==> config.mk <==
export PLATFORM = sky130hd
export DESIGN_NAME = instruction_breakpoint_unit_top
export DESIGN_NICKNAME = d
export VERILOG_FILES = /design/src/design/ibu_pkg.sv /design/src/design/ibu_cell.sv /design/src/design/instruction_breakpoint_unit_top.sv
export SDC_FILE = /design/constraint.sdc
export NUM_CORES = 1
export LEC_CHECK = 0
export BUFFER_PORTS_ARGS = -buffer_cell sky130_fd_sc_hd__buf_2
export CAP_MARGIN = 20
export CORE_ASPECT_RATIO = 0.7
export CORE_MARGIN = 4
export CORE_UTILIZATION = 55
export CTS_CLUSTER_SIZE = 28
export DETAILED_ROUTE_END_ITERATION = 12
export MAX_ROUTING_LAYER = met4
export PLACE_DENSITY = 0.69
export SKIP_CTS_REPAIR_TIMING = 1
export SYNTH_ARGS = -nofsm -noshare
export SYNTH_HDL_FRONTEND = slang
export SYNTH_SLANG_ARGS = --single-unit
==> constraint.sdc <==
create_clock -name clk_i -period 3.25 [get_ports clk_i]
set_input_delay 0.4875 -clock clk_i [delete_from_list [all_inputs] [get_ports clk_i]]
set_output_delay 0.4875 -clock clk_i [all_outputs]
set_load 0.05 [all_outputs]
==> src/design/ibu_pkg.sv <==
// Package for the instruction breakpoint unit: word types, action and status
// codes, token type of the cell chain and default parameter values.
// No dependencies.
`default_nettype none

package ibu_pkg;

  localparam int TableDepthDef = 32;
  localparam int AddrBitsDef   = 16;

  // Action codes of an input word.
  localparam logic [1:0] ACT_TOGGLE   = 2'd0;
  localparam logic [1:0] ACT_QUERY    = 2'd1;
  localparam logic [1:0] ACT_SET_TEMP = 2'd2;
  localparam logic [1:0] ACT_EXECUTE  = 2'd3;

  // Status codes of a result word.
  localparam logic [1:0] ST_NONE    = 2'd0;
  localparam logic [1:0] ST_ADDED   = 2'd1;
  localparam logic [1:0] ST_REMOVED = 2'd2;
  localparam logic [1:0] ST_FULL    = 2'd3;

  typedef struct packed {
    logic [1:0]  action;
    logic [1:0]  code_range;
    logic [15:0] code_address;
    logic        watch_hit;
    logic        at_code_end;
  } ibu_in_t;

  typedef struct packed {
    logic       hit;
    logic [1:0] status;
  } ibu_out_t;

  // Search token handed from one cell to the next.
  typedef struct packed {
    logic tok;
    logic found;
  } ibu_tok_t;

endpackage

`default_nettype wire

==> src/design/ibu_cell.sv <==
// One cell of the breakpoint chain: holds one table entry, compares it with
// the search key as the token passes and shifts entries to close a gap.
// Depends on ibu_pkg.
`default_nettype none

module ibu_cell
  import ibu_pkg::*;
#(
  parameter int INDEX = 0,
  parameter int CW    = 6,
  parameter int AW    = AddrBitsDef
) (
  input  wire logic          clk_i,
  input  wire logic          rst_ni,
  input  wire logic [CW-1:0] count_i,
  input  wire logic [1:0]    key_range_i,
  input  wire logic [AW-1:0] key_addr_i,
  input  wire logic          remove_i,
  input  wire logic          append_i,
  input  wire ibu_tok_t      tok_i,
  output ibu_tok_t           tok_o,
  output logic               shift_req_o,
  input  wire logic          shift_req_i,
  input  wire logic [1:0]    right_range_i,
  input  wire logic [AW-1:0] right_addr_i,
  output logic [1:0]         range_o,
  output logic [AW-1:0]      addr_o
);

  logic [1:0]    range_q, range_d;
  logic [AW-1:0] addr_q, addr_d;
  ibu_tok_t      tok_q, tok_d;
  logic          valid, match;

  // Only entries below the fill count take part in a search.
  assign valid = (CW'(INDEX) < count_i);
  assign match = tok_i.tok && valid && (range_q == key_range_i) && (addr_q == key_addr_i);

  always_comb begin
    tok_d.tok   = tok_i.tok;
    tok_d.found = tok_i.found | match;
  end

  // Once a removal has matched an entry to the left, this entry moves one place left.
  assign shift_req_o = tok_i.tok && tok_i.found && remove_i;

  always_comb begin
    range_d = range_q;
    addr_d  = addr_q;
    if (append_i && (count_i == CW'(INDEX))) begin
      range_d = key_range_i;
      addr_d  = key_addr_i;
    end else if (shift_req_i) begin
      range_d = right_range_i;
      addr_d  = right_addr_i;
    end
  end

  always_ff @(posedge clk_i) begin
    range_q <= range_d;
    addr_q  <= addr_d;
  end

  always_ff @(posedge clk_i or negedge rst_ni) begin
    if (!rst_ni) begin
      tok_q <= '0;
    end else begin
      tok_q <= tok_d;
    end
  end

  assign tok_o   = tok_q;
  assign range_o = range_q;
  assign addr_o  = addr_q;

endmodule

`default_nettype wire

==> src/design/instruction_breakpoint_unit_top.sv <==
// Top level of the instruction breakpoint unit: control sequencer, temporary
// breakpoint, single-step register and the chain of table cells.
// Depends on ibu_pkg and ibu_cell.
`default_nettype none

// The unit keeps a packed table of up to TABLE_DEPTH breakpoints in a row of
// cells, plus one one-shot temporary breakpoint, and answers each input word
// with exactly one result word. A toggle, a query or an executed instruction
// sends a search token down the cell row, one cell per cycle; its result is
// formed once the token has left the tail cell. Setting the temporary
// breakpoint skips the search. A removal closes the gap as the token passes,
// each later entry moving one cell towards the head. One word is worked on at
// a time, but a new word is accepted while the previous result still waits to
// be taken; a stalled result output only holds the unit up when the previous
// result is still waiting as the next one is ready to go out.
// The single_step register (reset 1) is written through cfg_we_i and
// cfg_data_i; the user must write it only while the unit is idle, as the
// unit itself does not enforce this.

module instruction_breakpoint_unit_top
  import ibu_pkg::*;
#(
  parameter int TABLE_DEPTH = TableDepthDef,
  parameter int ADDR_BITS   = AddrBitsDef
) (
  input  wire logic    clk_i,
  input  wire logic    rst_ni,
  input  wire logic    in_valid_i,
  output logic         in_stall_o,
  input  wire ibu_in_t in_word_i,
  output logic         out_valid_o,
  input  wire logic    out_stall_i,
  output ibu_out_t     out_word_o,
  input  wire logic    cfg_we_i,
  input  wire logic    cfg_data_i
);

  localparam int D  = TABLE_DEPTH;
  localparam int AW = ADDR_BITS;
  localparam int CW = $clog2(D + 1);

  localparam logic [1:0] S_IDLE = 2'd0;
  localparam logic [1:0] S_SCAN = 2'd1;
  localparam logic [1:0] S_FIN  = 2'd2;
  localparam logic [1:0] S_PUSH = 2'd3;

  logic [1:0]    state_q, state_d;
  logic          start_q, start_d;
  logic          found_q, found_d;
  logic [CW-1:0] count_q, count_d;
  logic          step_q, step_d;
  logic [1:0]    temp_range_q, temp_range_d;
  logic [AW-1:0] temp_addr_q, temp_addr_d;

  // Words held for the item in flight; no reset needed.
  logic [1:0]    op_q, op_d;
  logic [1:0]    key_range_q, key_range_d;
  logic [AW-1:0] key_addr_q, key_addr_d;
  logic          watch_q, watch_d;
  logic          at_end_q, at_end_d;
  ibu_out_t      res_q, res_d;

  logic          out_valid_q, out_valid_d;
  ibu_out_t      out_word_q, out_word_d;

  logic          accept, append;
  logic [AW+15:0] addr_ext;

  ibu_tok_t      tok_chain [D+1];
  logic          shift_req [D+1];
  logic [1:0]    ent_range [D+1];
  logic [AW-1:0] ent_addr  [D+1];

  assign in_stall_o = (state_q != S_IDLE);
  assign accept     = in_valid_i && !in_stall_o;

  // The address is stored and compared at ADDR_BITS bits.
  assign addr_ext = {{AW{1'b0}}, in_word_i.code_address};

  // A toggle without a match appends at the fill count when there is room.
  assign append = (state_q == S_FIN) && (op_q == ACT_TOGGLE) && !found_q &&
                  (count_q != CW'(D));

  // The token enters the head cell in the cycle after acceptance.
  assign tok_chain[0].tok   = start_q;
  assign tok_chain[0].found = 1'b0;
  assign shift_req[D]       = 1'b0;
  assign ent_range[D]       = '0;
  assign ent_addr[D]        = '0;

  for (genvar i = 0; i < D; i++) begin : g_cell
    ibu_cell #(
      .INDEX (i),
      .CW    (CW),
      .AW    (AW)
    ) u_cell (
      .clk_i         (clk_i),
      .rst_ni        (rst_ni),
      .count_i       (count_q),
      .key_range_i   (key_range_q),
      .key_addr_i    (key_addr_q),
      .remove_i      (op_q == ACT_TOGGLE),
      .append_i      (append),
      .tok_i         (tok_chain[i]),
      .tok_o         (tok_chain[i+1]),
      .shift_req_o   (shift_req[i]),
      .shift_req_i   (shift_req[i+1]),
      .right_range_i (ent_range[i+1]),
      .right_addr_i  (ent_addr[i+1]),
      .range_o       (ent_range[i]),
      .addr_o        (ent_addr[i])
    );
  end

  always_comb begin
    state_d      = state_q;
    start_d      = 1'b0;
    found_d      = found_q;
    count_d      = count_q;
    temp_range_d = temp_range_q;
    temp_addr_d  = temp_addr_q;
    op_d         = op_q;
    key_range_d  = key_range_q;
    key_addr_d   = key_addr_q;
    watch_d      = watch_q;
    at_end_d     = at_end_q;
    res_d        = res_q;
    out_valid_d  = out_valid_q;
    out_word_d   = out_word_q;
    step_d       = cfg_we_i ? cfg_data_i : step_q;

    if (out_valid_q && !out_stall_i) begin
      out_valid_d = 1'b0;
    end

    unique case (state_q)
      S_IDLE: begin
        if (accept) begin
          op_d        = in_word_i.action;
          key_range_d = in_word_i.code_range;
          key_addr_d  = addr_ext[AW-1:0];
          watch_d     = in_word_i.watch_hit;
          at_end_d    = in_word_i.at_code_end;
          found_d     = 1'b0;
          if (in_word_i.action == ACT_SET_TEMP) begin
            state_d = S_FIN;
          end else begin
            start_d = 1'b1;
            state_d = S_SCAN;
          end
        end
      end
      S_SCAN: begin
        // The token has left the tail cell: the search is complete.
        if (tok_chain[D].tok) begin
          found_d = tok_chain[D].found;
          state_d = S_FIN;
        end
      end
      S_FIN: begin
        res_d.hit    = 1'b0;
        res_d.status = ST_NONE;
        unique case (op_q)
          ACT_TOGGLE: begin
            if (found_q) begin
              count_d      = count_q - CW'(1);
              res_d.status = ST_REMOVED;
            end else if (count_q == CW'(D)) begin
              res_d.status = ST_FULL;
            end else begin
              count_d      = count_q + CW'(1);
              res_d.status = ST_ADDED;
            end
          end
          ACT_QUERY: begin
            res_d.hit = found_q;
          end
          ACT_SET_TEMP: begin
            temp_range_d = key_range_q;
            temp_addr_d  = key_addr_q;
          end
          default: begin
            // Watch hit and single stepping take precedence over, and so
            // preserve, the temporary breakpoint.
            if (watch_q || step_q) begin
              res_d.hit = 1'b1;
            end else if ((temp_range_q == key_range_q) && (temp_addr_q == key_addr_q)) begin
              temp_range_d = 2'd0;
              res_d.hit    = 1'b1;
            end else if (found_q || at_end_q) begin
              res_d.hit = 1'b1;
            end
          end
        endcase
        state_d = S_PUSH;
      end
      default: begin
        if (!out_valid_q || !out_stall_i) begin
          out_valid_d = 1'b1;
          out_word_d  = res_q;
          state_d     = S_IDLE;
        end
      end
    endcase
  end

  always_ff @(posedge clk_i or negedge rst_ni) begin
    if (!rst_ni) begin
      state_q      <= S_IDLE;
      start_q      <= 1'b0;
      found_q      <= 1'b0;
      count_q      <= '0;
      step_q       <= 1'b1;
      temp_range_q <= '0;
      temp_addr_q  <= '0;
      out_valid_q  <= 1'b0;
    end else begin
      state_q      <= state_d;
      start_q      <= start_d;
      found_q      <= found_d;
      count_q      <= count_d;
      step_q       <= step_d;
      temp_range_q <= temp_range_d;
      temp_addr_q  <= temp_addr_d;
      out_valid_q  <= out_valid_d;
    end
  end

  always_ff @(posedge clk_i) begin
    op_q        <= op_d;
    key_range_q <= key_range_d;
    key_addr_q  <= key_addr_d;
    watch_q     <= watch_d;
    at_end_q    <= at_end_d;
    res_q       <= res_d;
    out_word_q  <= out_word_d;
  end

  assign out_valid_o = out_valid_q;
  assign out_word_o  = out_word_q;

endmodule

`default_nettype wire
==> flow_metrics.py <==
metrics = {
    "power_and_ir_drop": {
        "power.switching_mw": 6.79,
        "share_clk_of_total_power_pct": 34.9,
        "vdd_drop_max_mv": 0.671,
        "internal_power_mw": 16.0,
        "power.static_leakage_nw": 13.4,
        "powerDensity_nw_per_um2": 576,
        "power_switching_share_pct": 29.8,
        "sequentialPowerShare_pct": 45.9,
        "power_frac_comb_pct": 19.2,
    },
    "finish": {
        "layout-drive-gt1-share_pct": 32.1,
        "layout.cells.most_common": "sky130_fd_sc_hd__edfxtp_1",
        "area.growth.synth_to_final_pct": 9.83,
        "net_total_in_the_final_layout": 2571,
        "layoutNonFillerInstCount": 3468,
        "insertedDiodeCount": 0,
        "final_design_area_no_fill_sq_um": 39500,
        "final_core_utilization_pct": 61.0,
        "most-common-layout-cells": "sky130_fd_sc_hd__edfxtp_1 (604), sky130_fd_sc_hd__mux2_2 (559), sky130_fd_sc_hd__xnor2_1 (337), sky130_fd_sc_hd__xor2_1 (263), sky130_fd_sc_hd__dfrtp_1 (93)",
    },
    "synth": {
        "synth_top_flop_cell": "sky130_fd_sc_hd__edfxtp_1",
        "async_set_reset_flop_share_out_of_synthesis_pct": 13.5,
        "yosysWarnings": 0,
        "yosys.cell_types.count": 63,
        "register_area_share_after_synthesis_pct": 56.9,
        "syn-num-nets": 2567,
        "post_synth.cell_area_avg_sq_um": 14.2,
        "synth-edff-count": 604,
        "synthesis.area_sq_um": 36000,
        "ys_seq_elements": 698,
        "synthCells": 2530,
    },
    "floorplanning": {
        "die_area_sq_um": 69700,
        "placementRows": 78,
        "ios": 33,
        "die_w_um": 314,
        "chipHeight_um": 222,
        "floorplan.initialDensity_pct": 55.6,
        "core-area_sq_um": 64800,
    },
    "min_path": {
        "min_path_type": "input port to flip-flop",
    },
    "routing": {
        "num_vias": 21100,
        "route.final.wire_length_um": 89900,
        "detail_route.first_pass.iterations": 6,
        "final_antenna_net_count": 0,
        "routedWlPerCell_um": 25.9,
        "remaining_drc_errors": 0,
        "initialDrtViolationCount": 2443,
        "drt-vias-per-instance": 6.08,
    },
    "global_routing": {
        "number_of_global_route_vias_before_repair": 21200,
        "globalRouteOverflowTotal": 0,
        "gr-max-usage-layer": "met1",
        "grt_use_met1_pct": 42.6,
        "groute.usage.overall_pct": 26.7,
        "grt_start_max_net_pins": 67,
        "global_route_wire_length_before_repair_um": 137000,
        "grt_antenna_before_repair": 0,
        "globalRouteMet2Util_pct": 34.5,
        "groute.layer.met3.usage_pct": 6.72,
    },
    "critical_path": {
        "crit-reg2reg-capture": "g_cell[1].u_cell.addr_o[9]$_DFFE_PP_",
        "crit_path_top_delay_cell": "sky130_fd_sc_hd__dfrtp_1",
        "worst_ep_arrival_time_ns": 3.37,
        "timing.critical_path.depth": 8,
        "setup.worst_path.end": "g_cell[1].u_cell.addr_o[9]$_DFFE_PP_",
        "reg_to_reg_critical_path_startpoint": "count_q[0]$_DFFE_PN0P_",
        "critical_path_required_ns": 3.62,
        "crit_path_max_fanout": 17,
        "critPathMaxStageDelay_ns": 0.52,
        "criticalPathCategory": "flip-flop to flip-flop",
        "crit_path_start_kind": "flip-flop",
        "timing.critical_path.to_type": "flip-flop",
        "crit_family": "simple AND/OR/NAND/NOR gates",
        "reg2reg_depth": 8,
        "critical_path_buf_inv_count": 2,
        "crit_start": "count_q[0]$_DFFE_PN0P_",
        "reg2reg_setup_slack_ns": 0.25,
        "crit_path_cell_trace": "inv_1 > ha_1 > nor2b_4 > a31oi_4 > and2_1 > and3_1 > buf_4 > mux2_2",
    },
    "placement": {
        "placed_cells_incl_taps": 3342,
        "placed_cell_area_sq_um": 37300,
        "hpwl_um": 58200,
        "gp_congestion": 0.845,
        "buffer_ports.inserted": 32,
    },
    "timing": {
        "maxClockFrequency_mhz": 333,
        "worst_hold_slack_ns": 0.0301,
        "fin_crit_ns": 3.00,
        "finalSetupViolations": 0,
        "rsz_0062_raised_after_global_routing": "false",
        "post-route-period-util_pct": 92.3,
        "worst-slew-pin-transition_ns": 0.866,
        "hold_violations": 0,
        "skew_ns": 0.0178,
        "maxSlewHeadroom_pct": 41.7,
        "setup_tns_ns": 0,
        "drv_slew": 0,
    },
    "clocking": {
        "clk_latency_ns": 0.63,
        "clock-root-buffer": "sky130_fd_sc_hd__clkbuf_16",
        "clock_tree_sinks": 698,
        "clockBufferDepth": 3,
        "cts.reportedPaths.clkPinSlew_ns": 0.06,
        "htree_num_levels": 3,
        "clock_tree_from_tritoncts": "built",
        "number_of_cts_inserted_buffers": 68,
    },
    "outcome": {
        "run_status": "finished clean",
    },
    "flow_run": {
        "drv_cap": 0,
    },
}
## per-stage QoR
stage	power, mW	setup slack, ns
global placement	14.8	0.370
global route	23.6	0.123
detailed placement	14.9	0.305
floorplan	13.4	0.409
finish	22.8	0.250
CTS	22.8	0.281
## routing by layer
layer	vias to the layer above	share of wire, %
li1	9332	-
met2	925	40
met3	109	9.9
met4	0	1.3
met5	-	0
met1	10700	49
## sequential cells by signal (all words and copies together) (netlist names)
| name | flops |
|---|---|
| count_q | 6 |
| watch_q | 1 |
| out_word_o | 3 |
| key_addr_q | 16 |
| g_cell.u_cell.range_o | 64 |
| found_q | 1 |
| op_q | 2 |
| temp_addr_q | 16 |
| res_q | 3 |
| start_q | 1 |
| key_range_q | 2 |
| at_end_q | 1 |
| g_cell.u_cell.addr_o | 512 |
| state_q | 2 |
| temp_range_q | 2 |
| step_q | 1 |
| out_valid_o | 1 |
| g_cell.u_cell.tok_o | 64 |
## logic make-up (layout without fill, tap and decap cells)
kind of cell / Yosys count / count (layout) / synth area share, %
adders and majority gates: 9 / 9 / 0.313
AOI/OAI and AO/OA: 91 / 91 / 2.05
DFF: 698 / 698 / 56.9
buffers and inverters: 191 / 249 / 2.38
muxes: 560 / 560 / 17.5
and+or+nand+nor: 381 / 381 / 6.23
xor gates and xnor gates: 600 / 600 / 14.6
## power by group through the flow
| stage | clock (mW) | sequential [mW] | combinational, mW |
|---|---|---|---|
| 3_5_place_dp | 0 | 10.6 | 4.25 |
| 5_1_grt | 8.49 | 10.5 | 4.66 |
| 2_1_floorplan | 0 | 10.5 | 2.86 |
| 3_3_place_gp | 0 | 10.6 | 4.18 |
| 6_report | 7.96 | 10.5 | 4.37 |
| 4_1_cts | 8.09 | 10.5 | 4.28 |
## area by class of cell
type	count	area, sq um
clock inverters	22	278
inverters	8	30.0
flip-flops and latches	698	20500
fillers	4949	25300
multi-input cells	1641	14700
repair buffers	117	1060
well taps	880	1100
clock buffers	102	1920
## worst min-delay path by stage
stage,endpoint,startpoint,cells after the start
2_1_floorplan,count_q[0]$_DFFE_PN0P_,rst_ni,0
3_3_place_gp,g_cell[14].u_cell.tok_o[1]$_DFF_PN0_,g_cell[13].u_cell.tok_o[1]$_DFF_PN0_,0
3_5_place_dp,g_cell[8].u_cell.tok_o[1]$_DFF_PN0_,g_cell[7].u_cell.tok_o[1]$_DFF_PN0_,0
4_1_cts,g_cell[8].u_cell.tok_o[0]$_DFF_PN0_,rst_ni,1
5_1_grt,key_addr_q[8]$_DFFE_PP_,in_word_i[10],1
6_report,key_addr_q[12]$_DFFE_PP_,in_word_i[14],1
## synth_stat cells, types with 5 or more instances
| library cell | count | area (sq um) |
|---|---|---|
| sky130_fd_sc_hd__mux2_2 | 559 | 6290 |
| sky130_fd_sc_hd__xnor2_1 | 337 | 2950 |
| sky130_fd_sc_hd__nor2_2 | 7 | 43.8 |
| sky130_fd_sc_hd__inv_1 | 8 | 30.0 |
| sky130_fd_sc_hd__nor4_1 | 73 | 457 |
| sky130_fd_sc_hd__ha_1 | 9 | 113 |
| sky130_fd_sc_hd__dfrtp_1 | 93 | 2330 |
| sky130_fd_sc_hd__buf_4 | 15 | 113 |
| sky130_fd_sc_hd__o21bai_1 | 9 | 67.6 |
| sky130_fd_sc_hd__nor2_4 | 9 | 101 |
| sky130_fd_sc_hd__nor2_1 | 19 | 71.3 |
| sky130_fd_sc_hd__and3_1 | 5 | 31.3 |
| sky130_fd_sc_hd__a21oi_1 | 9 | 45.0 |
| sky130_fd_sc_hd__buf_2 | 55 | 275 |
| sky130_fd_sc_hd__nand2_1 | 84 | 315 |
| sky130_fd_sc_hd__a31o_2 | 19 | 166 |
| sky130_fd_sc_hd__o21ai_0 | 8 | 40.0 |
| sky130_fd_sc_hd__nand3_1 | 35 | 175 |
| sky130_fd_sc_hd__nor3_1 | 28 | 140 |
| sky130_fd_sc_hd__nand3_2 | 5 | 50.1 |
| sky130_fd_sc_hd__nand4_1 | 79 | 494 |
| sky130_fd_sc_hd__edfxtp_1 | 604 | 18100 |
| sky130_fd_sc_hd__clkbuf_1 | 80 | 300 |
| sky130_fd_sc_hd__a41o_1 | 19 | 190 |
| sky130_fd_sc_hd__o2111ai_1 | 6 | 52.6 |
| sky130_fd_sc_hd__xor2_1 | 263 | 2300 |
| sky130_fd_sc_hd__buf_1 | 31 | 116 |
Power figures use the tool's default switching activity.
